### config.mk
export PLATFORM = sky130hd
export DESIGN_NAME = quote_bracket_aware_word_tokenizer_flat
export DESIGN_NICKNAME = d
export VERILOG_FILES = /design/src/design/qbt_pkg.sv /design/src/design/qbt_if.sv /design/src/design/quote_bracket_aware_word_tokenizer.sv /design/src/design/qbt_in_stage.sv /design/src/design/qbt_engine.sv /design/src/flat_wrapper.sv
export SDC_FILE = /design/constraint.sdc
export NUM_CORES = 1
export LEC_CHECK = 0
export ABC_AREA = 1
export BUFFER_PORTS_ARGS = -buffer_cell sky130_fd_sc_hd__buf_2
export CAP_MARGIN = 0
export CORE_ASPECT_RATIO = 1.5
export CORE_MARGIN = 4
export CORE_UTILIZATION = 30
export DETAILED_ROUTE_END_ITERATION = 8
export GPL_TIMING_DRIVEN = 0
export PLACE_DENSITY = 0.55
export SYNTH_ARGS = -nofsm -noshare
export SYNTH_HDL_FRONTEND = slang
export SYNTH_SLANG_ARGS = --single-unit
### constraint.sdc
create_clock -name clk -period 5.4 [get_ports clk]
set_clock_uncertainty 0.05 [all_clocks]
set_input_delay 0.27 -clock clk [delete_from_list [all_inputs] [get_ports clk]]
set_output_delay 0.27 -clock clk [all_outputs]
set_load 0.01 [all_outputs]
### src/design/qbt_pkg.sv
// ----------------------------------------------------------------------------
// qbt_pkg: shared types and constants of the word tokenizer
// Holds the item and result records, status codes, delimiter characters
// and the character class functions.
// ----------------------------------------------------------------------------
package qbt_pkg;

    localparam int BYTE_W = 8;
    localparam int WLEN_W = 12;
    localparam int STAT_W = 4;

    // Item kinds
    localparam logic KIND_DATA = 1'b0;
    localparam logic KIND_END  = 1'b1;

    // Characters that drive the quote, escape and bracket tracking
    localparam logic [BYTE_W-1:0] CH_DQUOTE    = 8'h22;
    localparam logic [BYTE_W-1:0] CH_SQUOTE    = 8'h27;
    localparam logic [BYTE_W-1:0] CH_BACKSLASH = 8'h5C;
    localparam logic [BYTE_W-1:0] CH_RND_OPEN  = 8'h28;
    localparam logic [BYTE_W-1:0] CH_RND_CLOSE = 8'h29;
    localparam logic [BYTE_W-1:0] CH_CRL_OPEN  = 8'h7B;
    localparam logic [BYTE_W-1:0] CH_CRL_CLOSE = 8'h7D;
    localparam logic [BYTE_W-1:0] CH_SQR_OPEN  = 8'h5B;
    localparam logic [BYTE_W-1:0] CH_SQR_CLOSE = 8'h5D;

    // End-of-string status codes, in priority order
    typedef enum logic [STAT_W-1:0] {
        ST_OK             = 4'd0,
        ST_OPEN_DQUOTE    = 4'd1,
        ST_OPEN_SQUOTE    = 4'd2,
        ST_RND_CLOSE_MISS = 4'd3,
        ST_RND_OPEN_MISS  = 4'd4,
        ST_CRL_CLOSE_MISS = 4'd5,
        ST_CRL_OPEN_MISS  = 4'd6,
        ST_SQR_CLOSE_MISS = 4'd7,
        ST_SQR_OPEN_MISS  = 4'd8
    } status_t;

    typedef struct packed {
        logic              kind;
        logic [BYTE_W-1:0] data_byte;
    } item_t;

    typedef struct packed {
        logic              word_done;
        logic [WLEN_W-1:0] word_length;
        logic              delim_part;
        logic [BYTE_W-1:0] delim_byte;
        logic              string_done;
        status_t           status;
    } result_t;

    // C-locale whitespace: tab through carriage return, and space
    function automatic logic is_space(input logic [BYTE_W-1:0] c);
        return (c == 8'd32) || (c >= 8'd9 && c <= 8'd13);
    endfunction

    // C-locale punctuation
    function automatic logic is_punct(input logic [BYTE_W-1:0] c);
        return (c >= 8'd33 && c <= 8'd47) || (c >= 8'd58 && c <= 8'd64) ||
               (c >= 8'd91 && c <= 8'd96) || (c >= 8'd123 && c <= 8'd126);
    endfunction

endpackage

### src/design/qbt_if.sv
// ----------------------------------------------------------------------------
// qbt_in_if / qbt_out_if: request and result channels
// Valid/ready channels carrying one input request or one result.
// ----------------------------------------------------------------------------
interface qbt_in_if;
    logic                       valid;
    logic                       ready;
    logic                       kind;
    logic [qbt_pkg::BYTE_W-1:0] data_byte;

    modport source (output valid, output kind, output data_byte, input ready);
    modport sink   (input valid, input kind, input data_byte, output ready);
endinterface

interface qbt_out_if;
    logic                       valid;
    logic                       ready;
    logic                       word_done;
    logic [qbt_pkg::WLEN_W-1:0] word_length;
    logic                       delim_part;
    logic [qbt_pkg::BYTE_W-1:0] delim_byte;
    logic                       string_done;
    logic [qbt_pkg::STAT_W-1:0] status;

    modport source (output valid, output word_done, output word_length,
                    output delim_part, output delim_byte, output string_done,
                    output status, input ready);
    modport sink   (input valid, input word_done, input word_length,
                    input delim_part, input delim_byte, input string_done,
                    input status, output ready);
endinterface

### src/design/quote_bracket_aware_word_tokenizer.sv
// ----------------------------------------------------------------------------
// quote_bracket_aware_word_tokenizer: top level
// Splits a byte stream into word lengths and delimiter parts while tracking
// escapes, quotes and bracket depths.
//
//   Channel   | Dir | Carries
//   ----------+-----+-----------------------------------------------------
//   in_chan   | in  | kind, data_byte: one string byte or end marker
//   out_chan  | out | word_done, word_length, delim_part, delim_byte,
//             |     | string_done, status: one result per request
//
// One request per cycle sustained while out_chan is not stalled; each result
// passes the input register, then the result register, after its request is
// accepted. The state update between the two registers sets the rate.
// Reset clears all tracking state and both valid flags at once.
// While out_chan is stalled the result holds; one more request is
// buffered in the input register before in_chan.ready drops.
// ----------------------------------------------------------------------------
module quote_bracket_aware_word_tokenizer
#(
    parameter int MAX_WORD_LENGTH = 4095,
    parameter int DEPTH_BITS      = 8
)
(
    input  logic        clk,
    input  logic        rst_n,
    qbt_in_if.sink      in_chan,
    qbt_out_if.source   out_chan
);

    logic           item_valid;
    logic           take;
    qbt_pkg::item_t item;

    // Input register
    qbt_in_stage u_in_stage
    (
        .clk        (clk),
        .rst_n      (rst_n),
        .in_chan    (in_chan),
        .take       (take),
        .item_valid (item_valid),
        .item       (item)
    );

    // State update and result register
    qbt_engine
    #(
        .MAX_WORD_LENGTH (MAX_WORD_LENGTH),
        .DEPTH_BITS      (DEPTH_BITS)
    )
    u_engine
    (
        .clk        (clk),
        .rst_n      (rst_n),
        .item_valid (item_valid),
        .item       (item),
        .take       (take),
        .out_chan   (out_chan)
    );

endmodule

### src/design/qbt_in_stage.sv
// ----------------------------------------------------------------------------
// qbt_in_stage: input register
// Captures one request per cycle while free, held until the engine takes it.
// ----------------------------------------------------------------------------
module qbt_in_stage
(
    input  logic            clk,
    input  logic            rst_n,
    qbt_in_if.sink          in_chan,
    input  logic            take,
    output logic            item_valid,
    output qbt_pkg::item_t  item
);

    logic           valid_reg;
    logic           valid_next;
    qbt_pkg::item_t item_reg;
    logic           load;

    // Free when empty or when the held request moves on this cycle
    assign in_chan.ready = !valid_reg || take;
    assign load          = in_chan.valid && in_chan.ready;

    always_comb
    begin
        valid_next = valid_reg;
        if (load)
        begin
            valid_next = 1'b1;
        end
        else if (take)
        begin
            valid_next = 1'b0;
        end
    end

    always_ff @(posedge clk or negedge rst_n)
    begin
        if (!rst_n)
        begin
            valid_reg <= 1'b0;
        end
        else
        begin
            valid_reg <= valid_next;
        end
    end

    // Payload needs no reset
    always_ff @(posedge clk)
    begin
        if (load)
        begin
            item_reg.kind      <= in_chan.kind;
            item_reg.data_byte <= in_chan.data_byte;
        end
    end

    assign item_valid = valid_reg;
    assign item       = item_reg;

endmodule

### src/design/qbt_engine.sv
// ----------------------------------------------------------------------------
// qbt_engine: tokenizer state and result register
// Updates quote, escape, bracket and word state for one request per cycle
// while the result register is free or read, and registers the result.
// ----------------------------------------------------------------------------
module qbt_engine
#(
    parameter int MAX_WORD_LENGTH = 4095,
    parameter int DEPTH_BITS      = 8
)
(
    input  logic            clk,
    input  logic            rst_n,
    input  logic            item_valid,
    input  qbt_pkg::item_t  item,
    output logic            take,
    qbt_out_if.source       out_chan
);

    localparam int CNT_W = $clog2(MAX_WORD_LENGTH + 1);
    localparam logic [CNT_W-1:0] CNT_MAX = CNT_W'(MAX_WORD_LENGTH);
    localparam logic signed [DEPTH_BITS-1:0] DEPTH_MAX = {1'b0, {(DEPTH_BITS-1){1'b1}}};
    localparam logic signed [DEPTH_BITS-1:0] DEPTH_MIN = {1'b1, {(DEPTH_BITS-1){1'b0}}};
    localparam logic signed [DEPTH_BITS-1:0] DEPTH_ONE = DEPTH_BITS'(1);

    // Tracking state
    logic                         esc_reg,  esc_next;
    logic                         qjo_reg,  qjo_next;
    logic                         dq_reg,   dq_next;
    logic                         sq_reg,   sq_next;
    logic signed [DEPTH_BITS-1:0] rnd_reg,  rnd_next;
    logic signed [DEPTH_BITS-1:0] crl_reg,  crl_next;
    logic signed [DEPTH_BITS-1:0] sqr_reg,  sqr_next;
    logic [CNT_W-1:0]             cnt_reg,  cnt_next;
    logic                         wss_reg,  wss_next;
    logic                         last_reg, last_next;
    logic                         any_reg,  any_next;

    // Result register
    logic              out_valid_reg, out_valid_next;
    qbt_pkg::result_t  res_reg, res_next;

    logic [qbt_pkg::BYTE_W-1:0] c;
    logic                       c_space;
    logic                       c_delim;
    logic                       emit;

    function automatic logic signed [DEPTH_BITS-1:0] depth_up(
        input logic signed [DEPTH_BITS-1:0] d);
        return (d != DEPTH_MAX) ? d + DEPTH_ONE : d;
    endfunction

    function automatic logic signed [DEPTH_BITS-1:0] depth_down(
        input logic signed [DEPTH_BITS-1:0] d);
        return (d != DEPTH_MIN) ? d - DEPTH_ONE : d;
    endfunction

    assign take    = item_valid && (!out_valid_reg || out_chan.ready);
    assign c       = item.data_byte;
    assign c_space = qbt_pkg::is_space(c);
    assign c_delim = c_space || qbt_pkg::is_punct(c);

    // Next state and result for the request in the input register
    always_comb
    begin
        esc_next  = esc_reg;
        qjo_next  = qjo_reg;
        dq_next   = dq_reg;
        sq_next   = sq_reg;
        rnd_next  = rnd_reg;
        crl_next  = crl_reg;
        sqr_next  = sqr_reg;
        cnt_next  = cnt_reg;
        wss_next  = wss_reg;
        last_next = last_reg;
        any_next  = any_reg;
        emit      = 1'b0;
        res_next  = '0;
        res_next.status = qbt_pkg::ST_OK;

        if (item.kind == qbt_pkg::KIND_END)
        begin
            // Flush the open word, report status, return to reset state
            res_next.word_done   = (cnt_reg != '0);
            res_next.word_length = (cnt_reg != '0) ? qbt_pkg::WLEN_W'(cnt_reg) : '0;
            res_next.string_done = 1'b1;
            if (dq_reg)
                res_next.status = qbt_pkg::ST_OPEN_DQUOTE;
            else if (sq_reg)
                res_next.status = qbt_pkg::ST_OPEN_SQUOTE;
            else if (rnd_reg > 0)
                res_next.status = qbt_pkg::ST_RND_CLOSE_MISS;
            else if (rnd_reg < 0)
                res_next.status = qbt_pkg::ST_RND_OPEN_MISS;
            else if (crl_reg > 0)
                res_next.status = qbt_pkg::ST_CRL_CLOSE_MISS;
            else if (crl_reg < 0)
                res_next.status = qbt_pkg::ST_CRL_OPEN_MISS;
            else if (sqr_reg > 0)
                res_next.status = qbt_pkg::ST_SQR_CLOSE_MISS;
            else if (sqr_reg < 0)
                res_next.status = qbt_pkg::ST_SQR_OPEN_MISS;
            esc_next  = 1'b0;
            qjo_next  = 1'b0;
            dq_next   = 1'b0;
            sq_next   = 1'b0;
            rnd_next  = '0;
            crl_next  = '0;
            sqr_next  = '0;
            cnt_next  = '0;
            wss_next  = 1'b0;
            last_next = 1'b0;
            any_next  = 1'b0;
        end
        else
        begin
            // Quote and bracket tracking, skipped for an escaped byte
            if (!esc_reg)
            begin
                qjo_next = 1'b0;
                if (!sq_reg && c == qbt_pkg::CH_DQUOTE)
                begin
                    dq_next  = !dq_reg;
                    qjo_next = !dq_reg;
                end
                if (!dq_next && c == qbt_pkg::CH_SQUOTE)
                begin
                    sq_next  = !sq_reg;
                    qjo_next = !sq_reg;
                end
                if (!(dq_next || sq_next))
                begin
                    case (c)
                        qbt_pkg::CH_RND_OPEN:  rnd_next = depth_up(rnd_reg);
                        qbt_pkg::CH_RND_CLOSE: rnd_next = depth_down(rnd_reg);
                        qbt_pkg::CH_CRL_OPEN:  crl_next = depth_up(crl_reg);
                        qbt_pkg::CH_CRL_CLOSE: crl_next = depth_down(crl_reg);
                        qbt_pkg::CH_SQR_OPEN:  sqr_next = depth_up(sqr_reg);
                        qbt_pkg::CH_SQR_CLOSE: sqr_next = depth_down(sqr_reg);
                        default: ;
                    endcase
                end
            end

            if (!esc_reg && c == qbt_pkg::CH_BACKSLASH)
            begin
                // Backslash starts an escape and is part of the word
                esc_next = 1'b1;
                if (cnt_reg == '0)
                    wss_next = c_space;
                if (cnt_reg != CNT_MAX)
                    cnt_next = cnt_reg + 1'b1;
            end
            else if (((!dq_next && !sq_next) || qjo_next) && c_delim)
            begin
                esc_next = 1'b0;
                // Close the current word
                if (cnt_reg != '0)
                begin
                    res_next.word_done   = 1'b1;
                    res_next.word_length = qbt_pkg::WLEN_W'(cnt_reg);
                    last_next = wss_reg;
                    any_next  = 1'b1;
                    cnt_next  = '0;
                    wss_next  = 1'b0;
                end
                // Report the delimiter unless it is redundant whitespace
                if (!any_next)
                    emit = !c_space;
                else
                    emit = !(last_next && c_space);
                if (emit)
                begin
                    res_next.delim_part = 1'b1;
                    res_next.delim_byte = c;
                    last_next = c_space;
                    any_next  = 1'b1;
                end
            end
            else
            begin
                esc_next = 1'b0;
                if (cnt_reg == '0)
                    wss_next = c_space;
                if (cnt_reg != CNT_MAX)
                    cnt_next = cnt_reg + 1'b1;
            end
        end
    end

    // Result valid follows the handshake on both sides
    always_comb
    begin
        out_valid_next = out_valid_reg;
        if (take)
            out_valid_next = 1'b1;
        else if (out_chan.ready)
            out_valid_next = 1'b0;
    end

    always_ff @(posedge clk or negedge rst_n)
    begin
        if (!rst_n)
        begin
            esc_reg       <= 1'b0;
            qjo_reg       <= 1'b0;
            dq_reg        <= 1'b0;
            sq_reg        <= 1'b0;
            rnd_reg       <= '0;
            crl_reg       <= '0;
            sqr_reg       <= '0;
            cnt_reg       <= '0;
            wss_reg       <= 1'b0;
            last_reg      <= 1'b0;
            any_reg       <= 1'b0;
            out_valid_reg <= 1'b0;
        end
        else
        begin
            out_valid_reg <= out_valid_next;
            if (take)
            begin
                esc_reg  <= esc_next;
                qjo_reg  <= qjo_next;
                dq_reg   <= dq_next;
                sq_reg   <= sq_next;
                rnd_reg  <= rnd_next;
                crl_reg  <= crl_next;
                sqr_reg  <= sqr_next;
                cnt_reg  <= cnt_next;
                wss_reg  <= wss_next;
                last_reg <= last_next;
                any_reg  <= any_next;
            end
        end
    end

    // Result payload needs no reset
    always_ff @(posedge clk)
    begin
        if (take)
            res_reg <= res_next;
    end

    assign out_chan.valid       = out_valid_reg;
    assign out_chan.word_done   = res_reg.word_done;
    assign out_chan.word_length = res_reg.word_length;
    assign out_chan.delim_part  = res_reg.delim_part;
    assign out_chan.delim_byte  = res_reg.delim_byte;
    assign out_chan.string_done = res_reg.string_done;
    assign out_chan.status      = res_reg.status;

    // An end request leaves all tracking state cleared
    a_end_clears: assert property (@(posedge clk) disable iff (!rst_n)
        (take && item.kind == qbt_pkg::KIND_END) |=>
            (cnt_reg == '0 && !dq_reg && !sq_reg && !esc_reg && !any_reg))
        else $error("state not cleared after end of string");

    // A pending escape never coexists with a freshly opened quote
    a_esc_qjo: assert property (@(posedge clk) disable iff (!rst_n)
        esc_reg |-> !qjo_reg)
        else $error("escape pending with quote just opened");

    // An end result never carries a delimiter part
    a_end_no_delim: assert property (@(posedge clk) disable iff (!rst_n)
        (out_valid_reg && res_reg.string_done) |-> !res_reg.delim_part)
        else $error("delimiter reported on end of string");

    // A data result always reports ok status
    a_data_status: assert property (@(posedge clk) disable iff (!rst_n)
        (out_valid_reg && !res_reg.string_done) |-> res_reg.status == qbt_pkg::ST_OK)
        else $error("status set on a data byte result");

    // A held result stays until taken
    a_hold: assert property (@(posedge clk) disable iff (!rst_n)
        (out_valid_reg && !out_chan.ready) |=> (out_valid_reg && $stable(res_reg)))
        else $error("result changed while stalled");

endmodule

### src/flat_wrapper.sv
// flat-port wrapper written by rule: the top's interface ports become plain ports
module quote_bracket_aware_word_tokenizer_flat 
#(
    parameter int MAX_WORD_LENGTH = 4095,
    parameter int DEPTH_BITS      = 8
)
  (clk, rst_n, in_chan_valid, in_chan_kind, in_chan_data_byte, in_chan_ready, out_chan_valid, out_chan_word_done, out_chan_word_length, out_chan_delim_part, out_chan_delim_byte, out_chan_string_done, out_chan_status, out_chan_ready);
  qbt_in_if in_chan_i ();
  qbt_out_if out_chan_i ();
  input  logic clk;
  input  logic rst_n;
  input wire logic [$bits(in_chan_i.valid)-1:0] in_chan_valid;
  input wire logic [$bits(in_chan_i.kind)-1:0] in_chan_kind;
  input wire logic [$bits(in_chan_i.data_byte)-1:0] in_chan_data_byte;
  output wire logic [$bits(in_chan_i.ready)-1:0] in_chan_ready;
  output wire logic [$bits(out_chan_i.valid)-1:0] out_chan_valid;
  output wire logic [$bits(out_chan_i.word_done)-1:0] out_chan_word_done;
  output wire logic [$bits(out_chan_i.word_length)-1:0] out_chan_word_length;
  output wire logic [$bits(out_chan_i.delim_part)-1:0] out_chan_delim_part;
  output wire logic [$bits(out_chan_i.delim_byte)-1:0] out_chan_delim_byte;
  output wire logic [$bits(out_chan_i.string_done)-1:0] out_chan_string_done;
  output wire logic [$bits(out_chan_i.status)-1:0] out_chan_status;
  input wire logic [$bits(out_chan_i.ready)-1:0] out_chan_ready;
  assign in_chan_i.valid = in_chan_valid;
  assign in_chan_i.kind = in_chan_kind;
  assign in_chan_i.data_byte = in_chan_data_byte;
  assign in_chan_ready = in_chan_i.ready;
  assign out_chan_valid = out_chan_i.valid;
  assign out_chan_word_done = out_chan_i.word_done;
  assign out_chan_word_length = out_chan_i.word_length;
  assign out_chan_delim_part = out_chan_i.delim_part;
  assign out_chan_delim_byte = out_chan_i.delim_byte;
  assign out_chan_string_done = out_chan_i.string_done;
  assign out_chan_status = out_chan_i.status;
  assign out_chan_i.ready = out_chan_ready;
  quote_bracket_aware_word_tokenizer #(.MAX_WORD_LENGTH(MAX_WORD_LENGTH), .DEPTH_BITS(DEPTH_BITS)) u_core (.clk(clk), .rst_n(rst_n), .in_chan(in_chan_i), .out_chan(out_chan_i));
endmodule
# After elaboration in Yosys (flattened, before gate mapping)

Cells that the tools add are included.

Add/sub/neg operators: 7
Multiply operators: 0
Div/mod/pow operators: 0
Magnitude comparators: 16
Equal/unequal tests: 27
Shift operators: 0
Multiplexer cells: 86
Bitwise gates (word level): 3
Reduce and logical (&&, ||, !) cells: 50

Operators with widths:

| kind                  | count |
|---|---|
| $mux 8                | 15 |
| $mux 12               | 6 |
| $mux 1                | 48 |
| $ne 8x8->1 const B    | 6 |
| $pmux 8 s2            | 3 |
| $mux 22               | 2 |
| $eq 8x6->1 const B    | 5 |
| $eq 8x7->1 const B    | 5 |
| $mux 4                | 8 |
| $mux 13               | 2 |
| $add 8x2->8 const B   | 3 |
| $gt 8x1->1 const B    | 3 |
| $le 8x7->1 const B    | 3 |
| $lt 8x1->1 const B    | 3 |
| $sub 8x2->8 const B   | 3 |
| $ne 3x2->1 const B    | 6 |
| $reduce_and 6->1      | 3 |
| $ge 8x6->1 const B    | 2 |
| $ge 8x7->1 const B    | 2 |
| $logic_and 1x1->1     | 13 |
| $add 12x1->12 const B | 1 |
| $logic_not 12->1      | 1 |
| $ne 12x12->1 const B  | 1 |
| $reduce_bool 12->1    | 1 |
| other kinds (18)      | 44 |

Flip-flop bits (word level): 81
Latch bits: 0
RAM bits: 0
ROM bits: 0
Input bits: 13
Output and inout port bits: 29
Word-level logic and storage cells: 213
Memories: 0

# Depth between registers and ports, before layout

Gate-level depths: netlist of the first run.

Depth in word-level cells: 29
Mapped depth: 20

# By module

Synthesis of the first run repeated with hierarchy kept, for this count alone.

Cells, all modules: 600
Area total of the unflattened synthesis: 4959.8 um2

By module, submodules not included:

| module       | times used | cells each | area an instance (um2) | seq. area each (um2) |
|---|---|---|---|---|
| qbt_engine   | 1          | 585        | 4644.5                 | 1911.8 |
| qbt_in_stage | 1          | 15         | 315.3                  | 295.3 |

# Least setup slack after synthesis of the first run

OpenSTA, ideal clock, no wires.

Kind: flip-flop to flip-flop
Start point: reg u_core.u_in_stage.item_reg, in the netlist u_core.u_in_stage.item[4]
End point: reg u_core.u_engine.res_reg, in the netlist u_core.u_engine.out_chan.word_length[8] (data pin)
Library setup time: 255 ps
Arrival time: 2120 ps
Required time: 5095 ps
Path slack: 2975 ps
Cell stages (with the launch flop): 20
Buffers on the path: 1
Clock period less this slack: 2425 ps
Path through: edfxtp_1 -> inv_2 -> nand2_1 -> nor2_2 -> inv_1 -> nor4_1 -> ha_1 -> nand3_2 -> nor2_2 -> nand2_1 -> nand2_1 -> nand3_1 -> nand2_1 -> nand2_1 -> nand2_1 -> nand2_2 -> nand2_4 -> buf_6 -> inv_2 -> nor2_1

RTL lines:

| item                   | RTL line           | RTL |
|---|---|---|
| start: declaration     | qbt_in_stage.sv:17 | `qbt_pkg::item_t item_reg;` |
| end signal: assignment | qbt_engine.sv:242  | `res_reg <= res_next;` |
| end: declaration       | qbt_engine.sv:41   | `qbt_pkg::result_t res_reg, res_next;` |

==> flow_summary.yaml, run 1 <==
run_status:
  status: "finished clean"
critical_path:
  slowest_delay_ps: 440
  critical_path_buf_inv_count: 2
  end_kind: "register"
  worstPathArrival_ps: 3010
  required_ps: 5430
  cp_slowest_cell: "edfxtp_1"
  critPathLaunchType: "register"
  critPathKind: "reg2reg"
  critPathMaxFanout: 8
  cp_top_family: "simple AND/OR/NAND/NOR gates"
  path_cells: "inv_1 > nand2_1 > nor2_2 > inv_1 > nor4_1 > ha_1 > nand3_2 > nor2_2 > nand2_1 > nand2_1 > nand3_1 > nand2_1 > nand2_1 > nand2_1 > nand2_2 > nand2_4 > nand2_1 > nor2_1"
  crit_path_frequent_cell: "nand2_1"
floorplanning:
  dieArea_sq_um: 18700
  rows: 57
  die_w_um: 113.0
  io_pins: 42
  start_util_pct: 30.64
  die_h_um: 165.5
  core_area_sq_um: 16190
placement:
  place_area_sq_um: 5424
  place_congestion: 0.9007
  port_buffers: 41
  place_ws_ps: 2433
  dp_hpwl_um: 8932
logic_synthesis:
  synthFlopType: "dfrtp_1"
  seq_area_frac_synth_pct: 44.49
  synthArstFlopShare_pct: 55.56
  syn-cell-area_sq_um: 4961
  ys_ff_latch: 81
  ys_types: 44
  synth-edff-count: 36
  synth.avg_cell_area_sq_um: 8.200
  syn_nets: 642
  yosysWarnings: 0
  postSynthCellCount: 605
clock_network:
  cts.sinks: 81
  insertion_delay_ps: 330
  worst_setup_hold_path_clk_slew_ps: 60
  ctsLongestPathBuffers: 2
  cts_tree: "done"
  ctsHoldBuffers: 0
  cts_root_buf: "clkbuf_16"
  cts_buffers: 9
  ctsResizeCount: 0
  cts_setup_buffers: 0
  h-tree-depth: 3
timing:
  fmaxAchievable_mhz: 335.2
  fin_crit_ps: 2983
  setup_violations: 0
  tightest_slew_ps: 1241
  setup_tns_ps: 0
  rsz0062_at_grt: "no"
  final_hold_viol_count: 0
  min_period_over_period_pct: 55.25
  holdWs_ps: 56.36
  relSlewSlack_pct: 17.18
  slew_viol_final: 0
  fin_ws_ps: 2417
final_layout:
  antenna_cells: 0
  nets: 694
  nFillCells: 1663
  area_growth_pct: 14.91
  design_area_sq_um: 5700
  drive_gt1_share_pct: 16.31
  utilization_pct: 35.21
grt:
  grt_pass1_wl_um: 19910
  grt_pass1_vias: 4212
  grt_use_total_pct: 13.19
  antenna_found_initial: 0
  grt_max_degree: 46
  grt.overflow.total: 0
route:
  firstDrtPassIters: 5
  ant_nets: 0
  drt_iter0_drc: 221
  drc: 0
  wl_um: 11930
  vias: 4244
  wire_per_inst_um: 13.75
  vias_per_cell: 4.889
power:
  power_density_nw_per_um2: 312.3
  power_leakage_nw: 2.640
  peakVddDrop_mv: 0.1224
hold_path:
  hp-class: "in2reg"
flow_run:
  maxCapViolCount: 0
per-layer routing:
metal | GRT usage (%) | wire (um) | up-vias | part of all wire [%]
li1 | - | - | 2126 | -
met1 | 14.46 | 4799 | 2010 | 40
met2 | 24.76 | 6325 | 83 | 53
met3 | 2.479 | 452 | 25 | 3.8
met4 | 5.358 | 357 | 0 | 3.0
met5 | 0 | 0 | - | 0
cell usage after synthesis, types with 3 or more instances:
master / number / area share (%)
fa_1: 3 / 1.2
nor2_2: 5 / 0.63
inv_1: 57 / 4.3
or2_2: 9 / 1.1
a21oi_1: 23 / 2.3
a31oi_1: 3 / 0.38
o21ai_1: 20 / 2.0
o21ai_0: 13 / 1.3
nand2_1: 159 / 12
o21ai_2: 8 / 1.4
nand3_1: 38 / 3.8
buf_6: 4 / 0.91
inv_2: 5 / 0.38
nand4_1: 19 / 2.4
nand3b_1: 3 / 0.45
nand2_2: 7 / 0.88
nor3_1: 9 / 0.91
xnor2_1: 3 / 0.53
dfrtp_1: 45 / 23
nor2_1: 67 / 5.1
xor2_1: 14 / 2.5
ha_1: 21 / 5.3
edfxtp_1: 36 / 22
nor4_1: 4 / 0.50
per-stage QoR:
| stage | cells | power [mW] |
|---|---|---|
| 3_5_place_dp | 852 | 1.218 |
| 6_report | 868 | 1.780 |
| 2_1_floorplan | 605 | 1.083 |
| 5_1_grt | 868 | 1.890 |
| 4_1_cts | 868 | 1.797 |
| 3_3_place_gp | 852 | 1.209 |
area by class of cell:
type                       instances  area [sq um]  area share [%]
multi-input combinational        453          2451           43.00
sequential                        81          2207           38.72
clock buffer                      13         260.3           4.565
tap                              206         257.7           4.522
inverter                          62         232.7           4.083
timing repair buffer              41         205.2           3.600
buffer                             9         70.07           1.229
clock inverter                     3         16.27          0.2853
layout by cell type, fill, tap and decap left out, types with 9 or more instances in the layout:
cell,n
a21oi_1,23
buf_2,43
clkbuf_16,9
dfrtp_1,45
edfxtp_1,36
ha_1,21
inv_1,57
nand2_1,159
nand3_1,38
nand4_1,19
nor2_1,67
nor3_1,9
o21ai_0,13
o21ai_1,20
or2_2,9
xor2_1,14
cell families (layout without fill, tap and decap cells):
| group | after synthesis | in the layout | share of synthesized area (%) |
|---|---|---|---|
| fa+ha+maj | 24 | 24 | 6.507 |
| other cells | 1 | 1 | 0.07559 |
| buf+inv | 71 | 128 | 6.104 |
| simple gates | 329 | 329 | 30.01 |
| xor+xnor | 17 | 17 | 3.001 |
| flops | 81 | 81 | 44.49 |
| compound gates | 82 | 82 | 9.811 |
power by group:
part	internal [mW]	switching, mW
combinational	0.145	0.273
sequential	0.727	0.0582
clock	0.335	0.242
final timing paths:
kind	slack (ps)	startpoint	cells after the start	end
min in group asynchronous	80	rst_n	1	u_core.u_engine.cnt_reg[6]$_DFFE_PN0P_
setup reg to reg	2420	u_core.u_in_stage.item[6]$_DFFE_PP_	18	u_core.u_engine.out_chan.word_length[7]$_DFFE_PP_
hold reg to reg	440	u_core.u_engine.qjo_reg$_DFFE_PN0P_	2	u_core.u_engine.qjo_reg$_DFFE_PN0P_
hold / removal	60	in_chan_data_byte[6]	1	u_core.u_in_stage.item[6]$_DFFE_PP_
max in group asynchronous	4540	rst_n	1	u_core.u_engine.crl_reg[7]$_DFFE_PN0P_
setup / recovery	2420	u_core.u_in_stage.item[6]$_DFFE_PP_	18	u_core.u_engine.out_chan.word_length[7]$_DFFE_PP_
Note: power is estimated with default switching activity, not from simulation.
==> run 2: changes to the inputs <==
--- a/config.mk
+++ b/config.mk
@@ -13,7 +13,7 @@
 export CORE_UTILIZATION = 30
 export DETAILED_ROUTE_END_ITERATION = 8
 export GPL_TIMING_DRIVEN = 0
-export PLACE_DENSITY = 0.55
+export PLACE_DENSITY = 0.56
 export SYNTH_ARGS = -nofsm -noshare
 export SYNTH_HDL_FRONTEND = slang
 export SYNTH_SLANG_ARGS = --single-unit
==> constraint.sdc (replaced) <==
create_clock -name clk -period 2.5 [get_ports clk]
set_clock_uncertainty 0.05 [all_clocks]
set_input_delay 0.125 -clock clk [delete_from_list [all_inputs] [get_ports clk]]
set_output_delay 0.125 -clock clk [all_outputs]
set_load 0.01 [all_outputs]
==> run 2 against run 1 <==
Compared with the run above: the run now ends with setup timing left; critical endpoint is now u_core.u_engine.rnd_reg[1]$_DFFE_PN0P_; cell count up 5.5%; flip-flop and latch count unchanged; combinational power increased by 140%; cell area is 10% higher; critical path type unchanged; register-to-register slack lost 2500 ps; critical path depth down 2; worst hold slack improved by 380 ps; first-iteration DRC count shrank 25%; largest power group unchanged.
==> flow_summary.yaml, run 2 (same netlist as run 1, synthesis figures left out) <==
placement:
  dp_hpwl_um: 8817
  place_area_sq_um: 5424
  port_buffers: 41
  placedCellCount: 852
  place_congestion: 0.8705
power:
  internal_power_mw: 2.858
  peakVddDrop_mv: 0.3593
  seq_power_share_pct: 40.7
  power_density_nw_per_um2: 660.5
  power_leakage_nw: 2.907
  power_switching_mw: 1.294
  comb_power_share_pct: 24.6
  switching_share_pct: 31.17
  power_frac_clock_pct: 34.6
final_layout:
  antenna_cells: 0
  drive_gt1_share_pct: 23.94
  area_growth_pct: 26.73
  final-instance-count-excl-fill: 916
  mostFrequentLayoutCells: "149 x nand2_1, 62 x nor2_1, 51 x inv_1"
  utilization_pct: 38.84
  seqCellArea_sq_um: 2207
  design_area_sq_um: 6287
  nets: 742
  final_common_cell: "nand2_1"
  multi_input_comb_area_sq_um: 2561
  nFillCells: 1646
critical_path:
  timing.rr.end: "u_core.u_engine.rnd_reg[1]$_DFFE_PN0P_"
  rrSetupSlack_ps: -50
  critPathMaxFanout: 10
  required_ps: 2690
  r2r_cells: 16
  endpoint: "u_core.u_engine.rnd_reg[1]$_DFFE_PN0P_"
  worstPathArrival_ps: 2730
  r2r-start: "u_core.u_in_stage.item[4]$_DFFE_PP_"
  critPathKind: "reg2reg"
  critPathLaunchType: "register"
  crit_start: "u_core.u_in_stage.item[4]$_DFFE_PP_"
  end_kind: "register"
grt:
  grt_pass1_wl_um: 20840
  antenna_found_initial: 0
  grt_use_total_pct: 13.97
  grt.overflow.total: 0
  grt_max_degree: 46
  grt_pass1_vias: 4469
floorplanning:
  rows: 57
  die_h_um: 165.5
  start_util_pct: 30.64
  dieArea_sq_um: 18700
  core_area_sq_um: 16190
  io_pins: 42
  die_w_um: 113.0
timing:
  min_period_over_period_pct: 101.8
  tightest_slew_ps: 1116
  fin_crit_ps: 2546
  final_hold_viol_count: 0
  relSlewSlack_pct: 25.63
  setup_violations: 21
  fin_ws_ps: -45.69
  fmaxAchievable_mhz: 392.8
  slew_viol_final: 0
  rsz0062_at_grt: "yes"
route:
  ant_nets: 0
  drt_iter0_drc: 165
  vias_per_cell: 4.741
  drc: 0
  vias: 4343
  wl_um: 12300
  wire_per_inst_um: 13.42
  firstDrtPassIters: 4
run_status:
  violations: "setup timing"
  status: "complete, but fails checks"
clock_network:
  h-tree-depth: 3
  insertion_delay_ps: 350
  cts_root_buf: "clkbuf_16"
  ctsLongestPathBuffers: 2
  worst_setup_hold_path_clk_slew_ps: 60
  cts_tree: "done"
  cts.sinks: 81
  cts_buffers: 9
hold_path:
  hold_depth: 2
  hp-class: "in2reg"
flow_run:
  maxCapViolCount: 0
[run 2: cell type report]
type / instances / area share (%)
plain buffers: 9 / 1.174
flip-flops and latches: 81 / 35.10
multi-input cells: 453 / 40.74
clock buffers: 11 / 3.861
clock inverters: 5 / 1.254
repair buffers: 89 / 9.970
inverters: 62 / 3.801
well taps: 206 / 4.099
[run 2: critical path: stages, from the launching register on]
cell and delay (ps):
edfxtp_1 390, inv_2 80, nand2_2 60, nor2_4 120
inv_2 50, nor4_2 200, ha_1 200, nand3_2 110
nor2_4 130, nand2_2 70, nand2_2 70, nand3_1 190
o21ai_1 210, nand4_2 150, buf_6 210, nand2_1 80
o21ai_2 50
[run 2: layer usage]
metal,wire length (um),track usage [%],share of wire (%),up-vias
li1,-,-,-,2223
met1,4895,14.29,40,2029
met2,6691,26.83,54,68
met3,353,2.333,2.9,23
met4,355,7.326,2.9,0
met5,0,0,0,-
[run 2: power by group through the flow]
stage	registers, mW	clock network (mW)	logic, mW
finish	1.69	1.44	1.02
global route	1.71	1.52	1.15
CTS	1.69	1.46	0.993
detailed placement	1.72	0	0.903
global placement	1.72	0	0.890
floorplan	1.72	0	0.617
[run 2: how the worst min path moves through the flow]
stage                               startpoint                             endpoint  slack (ps)
after floorplan                          rst_n  u_core.u_engine.any_reg$_DFFE_PN0P_        -220
after global placement    in_chan_data_byte[7]  u_core.u_in_stage.item[7]$_DFFE_PP_         250
after detailed placement  in_chan_data_byte[4]  u_core.u_in_stage.item[4]$_DFFE_PP_         250
after CTS                         in_chan_kind  u_core.u_in_stage.item[8]$_DFFE_PP_         420
after global routing      in_chan_data_byte[6]  u_core.u_in_stage.item[6]$_DFFE_PP_         440
final                     in_chan_data_byte[6]  u_core.u_in_stage.item[6]$_DFFE_PP_         430
[run 2: timing repair]
item | in CTS | in global routing
setup buffers | 28 | 7
gates cloned | 1 | 0
hold buffers | 12 | 0
gates resized for setup | 17 | 24
endpoints found under the setup margin | 60 | 60
pin swaps | 6 | 12
hold endpoints to repair | 56 | 0
[run 2: stage by stage]
| stage | setup TNS, ps | hold WS, ps | total power [mW] | setup WS, ps |
|---|---|---|---|---|
| after CTS | 0 | 422.8 | 4.149 | 1.496 |
| after detailed placement | -13330 | 253.1 | 2.624 | -305.2 |
| after global routing | -10540 | 443.2 | 4.379 | -263.9 |
| after global placement | -14130 | 252.8 | 2.608 | -314.8 |
| after floorplan | 0 | -220.6 | 2.340 | 74.89 |
| final | -559.3 | 434.0 | 4.153 | -45.69 |
==> run 3: changes to the inputs <==
--- a/config.mk
+++ b/config.mk
@@ -8,12 +8,14 @@
 export ABC_AREA = 1
 export BUFFER_PORTS_ARGS = -buffer_cell sky130_fd_sc_hd__buf_2
 export CAP_MARGIN = 0
+export CELL_PAD_IN_SITES_DETAIL_PLACEMENT = 1
+export CELL_PAD_IN_SITES_GLOBAL_PLACEMENT = 1
 export CORE_ASPECT_RATIO = 1.5
 export CORE_MARGIN = 4
 export CORE_UTILIZATION = 30
 export DETAILED_ROUTE_END_ITERATION = 8
 export GPL_TIMING_DRIVEN = 0
-export PLACE_DENSITY = 0.56
+export PLACE_DENSITY = 0.68
 export SYNTH_ARGS = -nofsm -noshare
 export SYNTH_HDL_FRONTEND = slang
 export SYNTH_SLANG_ARGS = --single-unit
==> run 3 against run 2 <==
Compared with the run above: the run still ends with setup timing left; global-route usage grew 2.6 points; cell count is 2.5% higher; utilization rose by 3.3 points; total power grew 5.6%; critical endpoint is now u_core.u_engine.out_chan.word_length[8]$_DFFE_PP_; largest cell class unchanged.
==> flow_summary.yaml, run 3 (same netlist as run 1, synthesis figures left out) <==
route:
  wire_per_inst_um: 16.71
  wl_um: 15690
  firstDrtPassIters: 6
  vias: 4736
  ant_nets: 0
  vias_per_cell: 5.044
  drc: 0
  drt_iter0_drc: 171
clock_network:
  cts_root_buf: "clkbuf_16"
  cts.sinks: 81
  h-tree-depth: 3
  cts_tree: "done"
  ctsLongestPathBuffers: 2
  insertion_delay_ps: 350
  worst_setup_hold_path_clk_slew_ps: 70
  cts_buffers: 9
critical_path:
  critPathMaxFanout: 6
  end_kind: "register"
  crit_path_frequent_cell: "nand2_2"
  cp_slowest_cell: "edfxtp_1"
  cp_top_family: "simple AND/OR/NAND/NOR gates"
  required_ps: 2540
  worstPathArrival_ps: 2670
  path_cells: "nor2_2 > nand2_2 > nor4_4 > ha_1 > nand3_2 > nor2_4 > nand2_2 > nand2_2 > nand3_2 > nand2_2 > nand2_2 > nand2_4 > nand2_4 > nand2_8 > buf_8 > clkinv_8 > nor2_2"
  r2r_cells: 17
  timing.rr.end: "u_core.u_engine.out_chan.word_length[8]$_DFFE_PP_"
  critPathKind: "reg2reg"
  rrSetupSlack_ps: -120
  critical_path_buf_inv_count: 2
  slowest_delay_ps: 480
  r2r-start: "u_core.u_in_stage.item[2]$_DFFE_PP_"
  critPathLaunchType: "register"
power:
  power_density_nw_per_um2: 643.2
  peakVddDrop_mv: 0.3251
  power_leakage_nw: 3.066
  power_mw: 4.387
final_layout:
  utilization_pct: 42.13
  mostFrequentLayoutCells: "144 x nand2_1, 51 x buf_4, 50 x inv_1"
  nFillCells: 1930
  multi_input_comb_area_sq_um: 2873
  final_common_cell: "nand2_1"
  antenna_cells: 0
  seqCellArea_sq_um: 2207
  drive_gt1_share_pct: 33.42
  nets: 765
  area_growth_pct: 37.48
  final-instance-count-excl-fill: 939
timing:
  fin_ws_ps: -124.9
  relSlewSlack_pct: 28.02
  min_period_over_period_pct: 105.0
  final_hold_viol_count: 0
  fin_crit_ps: 2625
  fmaxAchievable_mhz: 381.0
  setup_violations: 40
  slew_viol_final: 0
  tightest_slew_ps: 1080
  rsz0062_at_grt: "yes"
hold_path:
  hp-class: "reg2reg"
  hold_depth: 2
  min_from: "u_core.u_engine.last_reg$_DFFE_PN0P_"
  whs_endpoint: "u_core.u_engine.last_reg$_DFFE_PN0P_"
grt:
  grt_pass1_wl_um: 24690
  grt.overflow.total: 0
  grt_pass1_vias: 5089
  grt_use_total_pct: 16.60
  antenna_found_initial: 0
  grt_max_degree: 46
floorplanning:
  rows: 57
  start_util_pct: 30.64
  dieArea_sq_um: 18700
  core_area_sq_um: 16190
  die_h_um: 165.5
  io_pins: 42
  die_w_um: 113.0
placement:
  dp_hpwl_um: 10220
  port_buffers: 41
  placedCellCount: 852
  place_congestion: 0.9023
run_status:
  status: "complete, but fails checks"
  violations: "setup timing"
flow_run:
  maxCapViolCount: 0
-- run 3: metal layers --
metal / share of wire [%] / wire [um] / global-route usage (%) / vias to the layer above
met5: 0 / 0 / 0 / -
met4: 3.3 / 512 / 7.764 / 0
met3: 2.6 / 405 / 2.734 / 35
met2: 58 / 9173 / 33.39 / 93
met1: 36 / 5603 / 16.12 / 2341
li1: - / - / - / 2267
-- run 3: through the flow --
step | instance area (sq um) | hold slack, ps | TNS (ps) | worst slack (ps)
after floorplan | 4961 | -220.6 | 0 | 74.89
after global placement | 5424 | 254.1 | -14740 | -339.0
after detailed placement | 5424 | 254.2 | -17700 | -389.3
after CTS | 6290 | 426.6 | -662.4 | -68.94
after global routing | 6820 | 449.1 | -10570 | -289.6
final | 6820 | 441.0 | -2263 | -124.9
-- run 3: worst max path at each step --
stage / start / endpoint / slack, ps / depth (start not counted)
global placement: u_core.u_in_stage.item[6]$_DFFE_PP_ / u_core.u_engine.rnd_reg[0]$_DFFE_PN0P_ / -340 / 15
finish: u_core.u_in_stage.item[2]$_DFFE_PP_ / u_core.u_engine.out_chan.word_length[8]$_DFFE_PP_ / -120 / 17
detailed placement: u_core.u_in_stage.item[6]$_DFFE_PP_ / u_core.u_engine.rnd_reg[0]$_DFFE_PN0P_ / -390 / 15
floorplan: u_core.u_in_stage.item[4]$_DFFE_PP_ / u_core.u_engine.out_chan.word_length[8]$_DFFE_PP_ / 70 / 19
CTS: u_core.u_in_stage.item[7]$_DFFE_PP_ / u_core.u_engine.out_chan.word_length[8]$_DFFE_PP_ / -70 / 19
global route: u_core.u_in_stage.item[2]$_DFFE_PP_ / u_core.u_engine.out_chan.delim_byte[6]$_SDFFCE_PP0P_ / -290 / 16
-- run 3: tightest hold or removal path, stage by stage, from the launching register on --
cell     delay [ps]
dfrtp_1         360
nand2_1          60
nand2_1          50
-- run 3: power by group --
group	switching (mW)	leakage [nW]	total [mW]	internal, mW
Clock	0.564	0.155	1.44	0.875
Combinational	0.770	1.94	1.25	0.483
Sequential	0.128	0.973	1.69	1.57
-- run 3: what timing repair did --
| action | CTS | global route |
|---|---|---|
| gates cloned | 1 | 0 |
| endpoints found under the setup margin | 60 | 60 |
| hold endpoints to repair | 56 | 0 |
| setup buffers | 40 | 18 |
| pin swaps | 10 | 27 |
| hold buffers | 12 | 0 |
| resized for setup | 31 | 92 |
-- run 3: area by class of cell --
cell class / count / area share (%)
buffer: 9 / 1.082
multi-input combinational: 453 / 42.12
clock inverter: 7 / 1.394
clock buffer: 9 / 3.302
inverter: 62 / 3.596
tap: 206 / 3.779
sequential: 81 / 32.36
timing repair buffer: 112 / 12.36
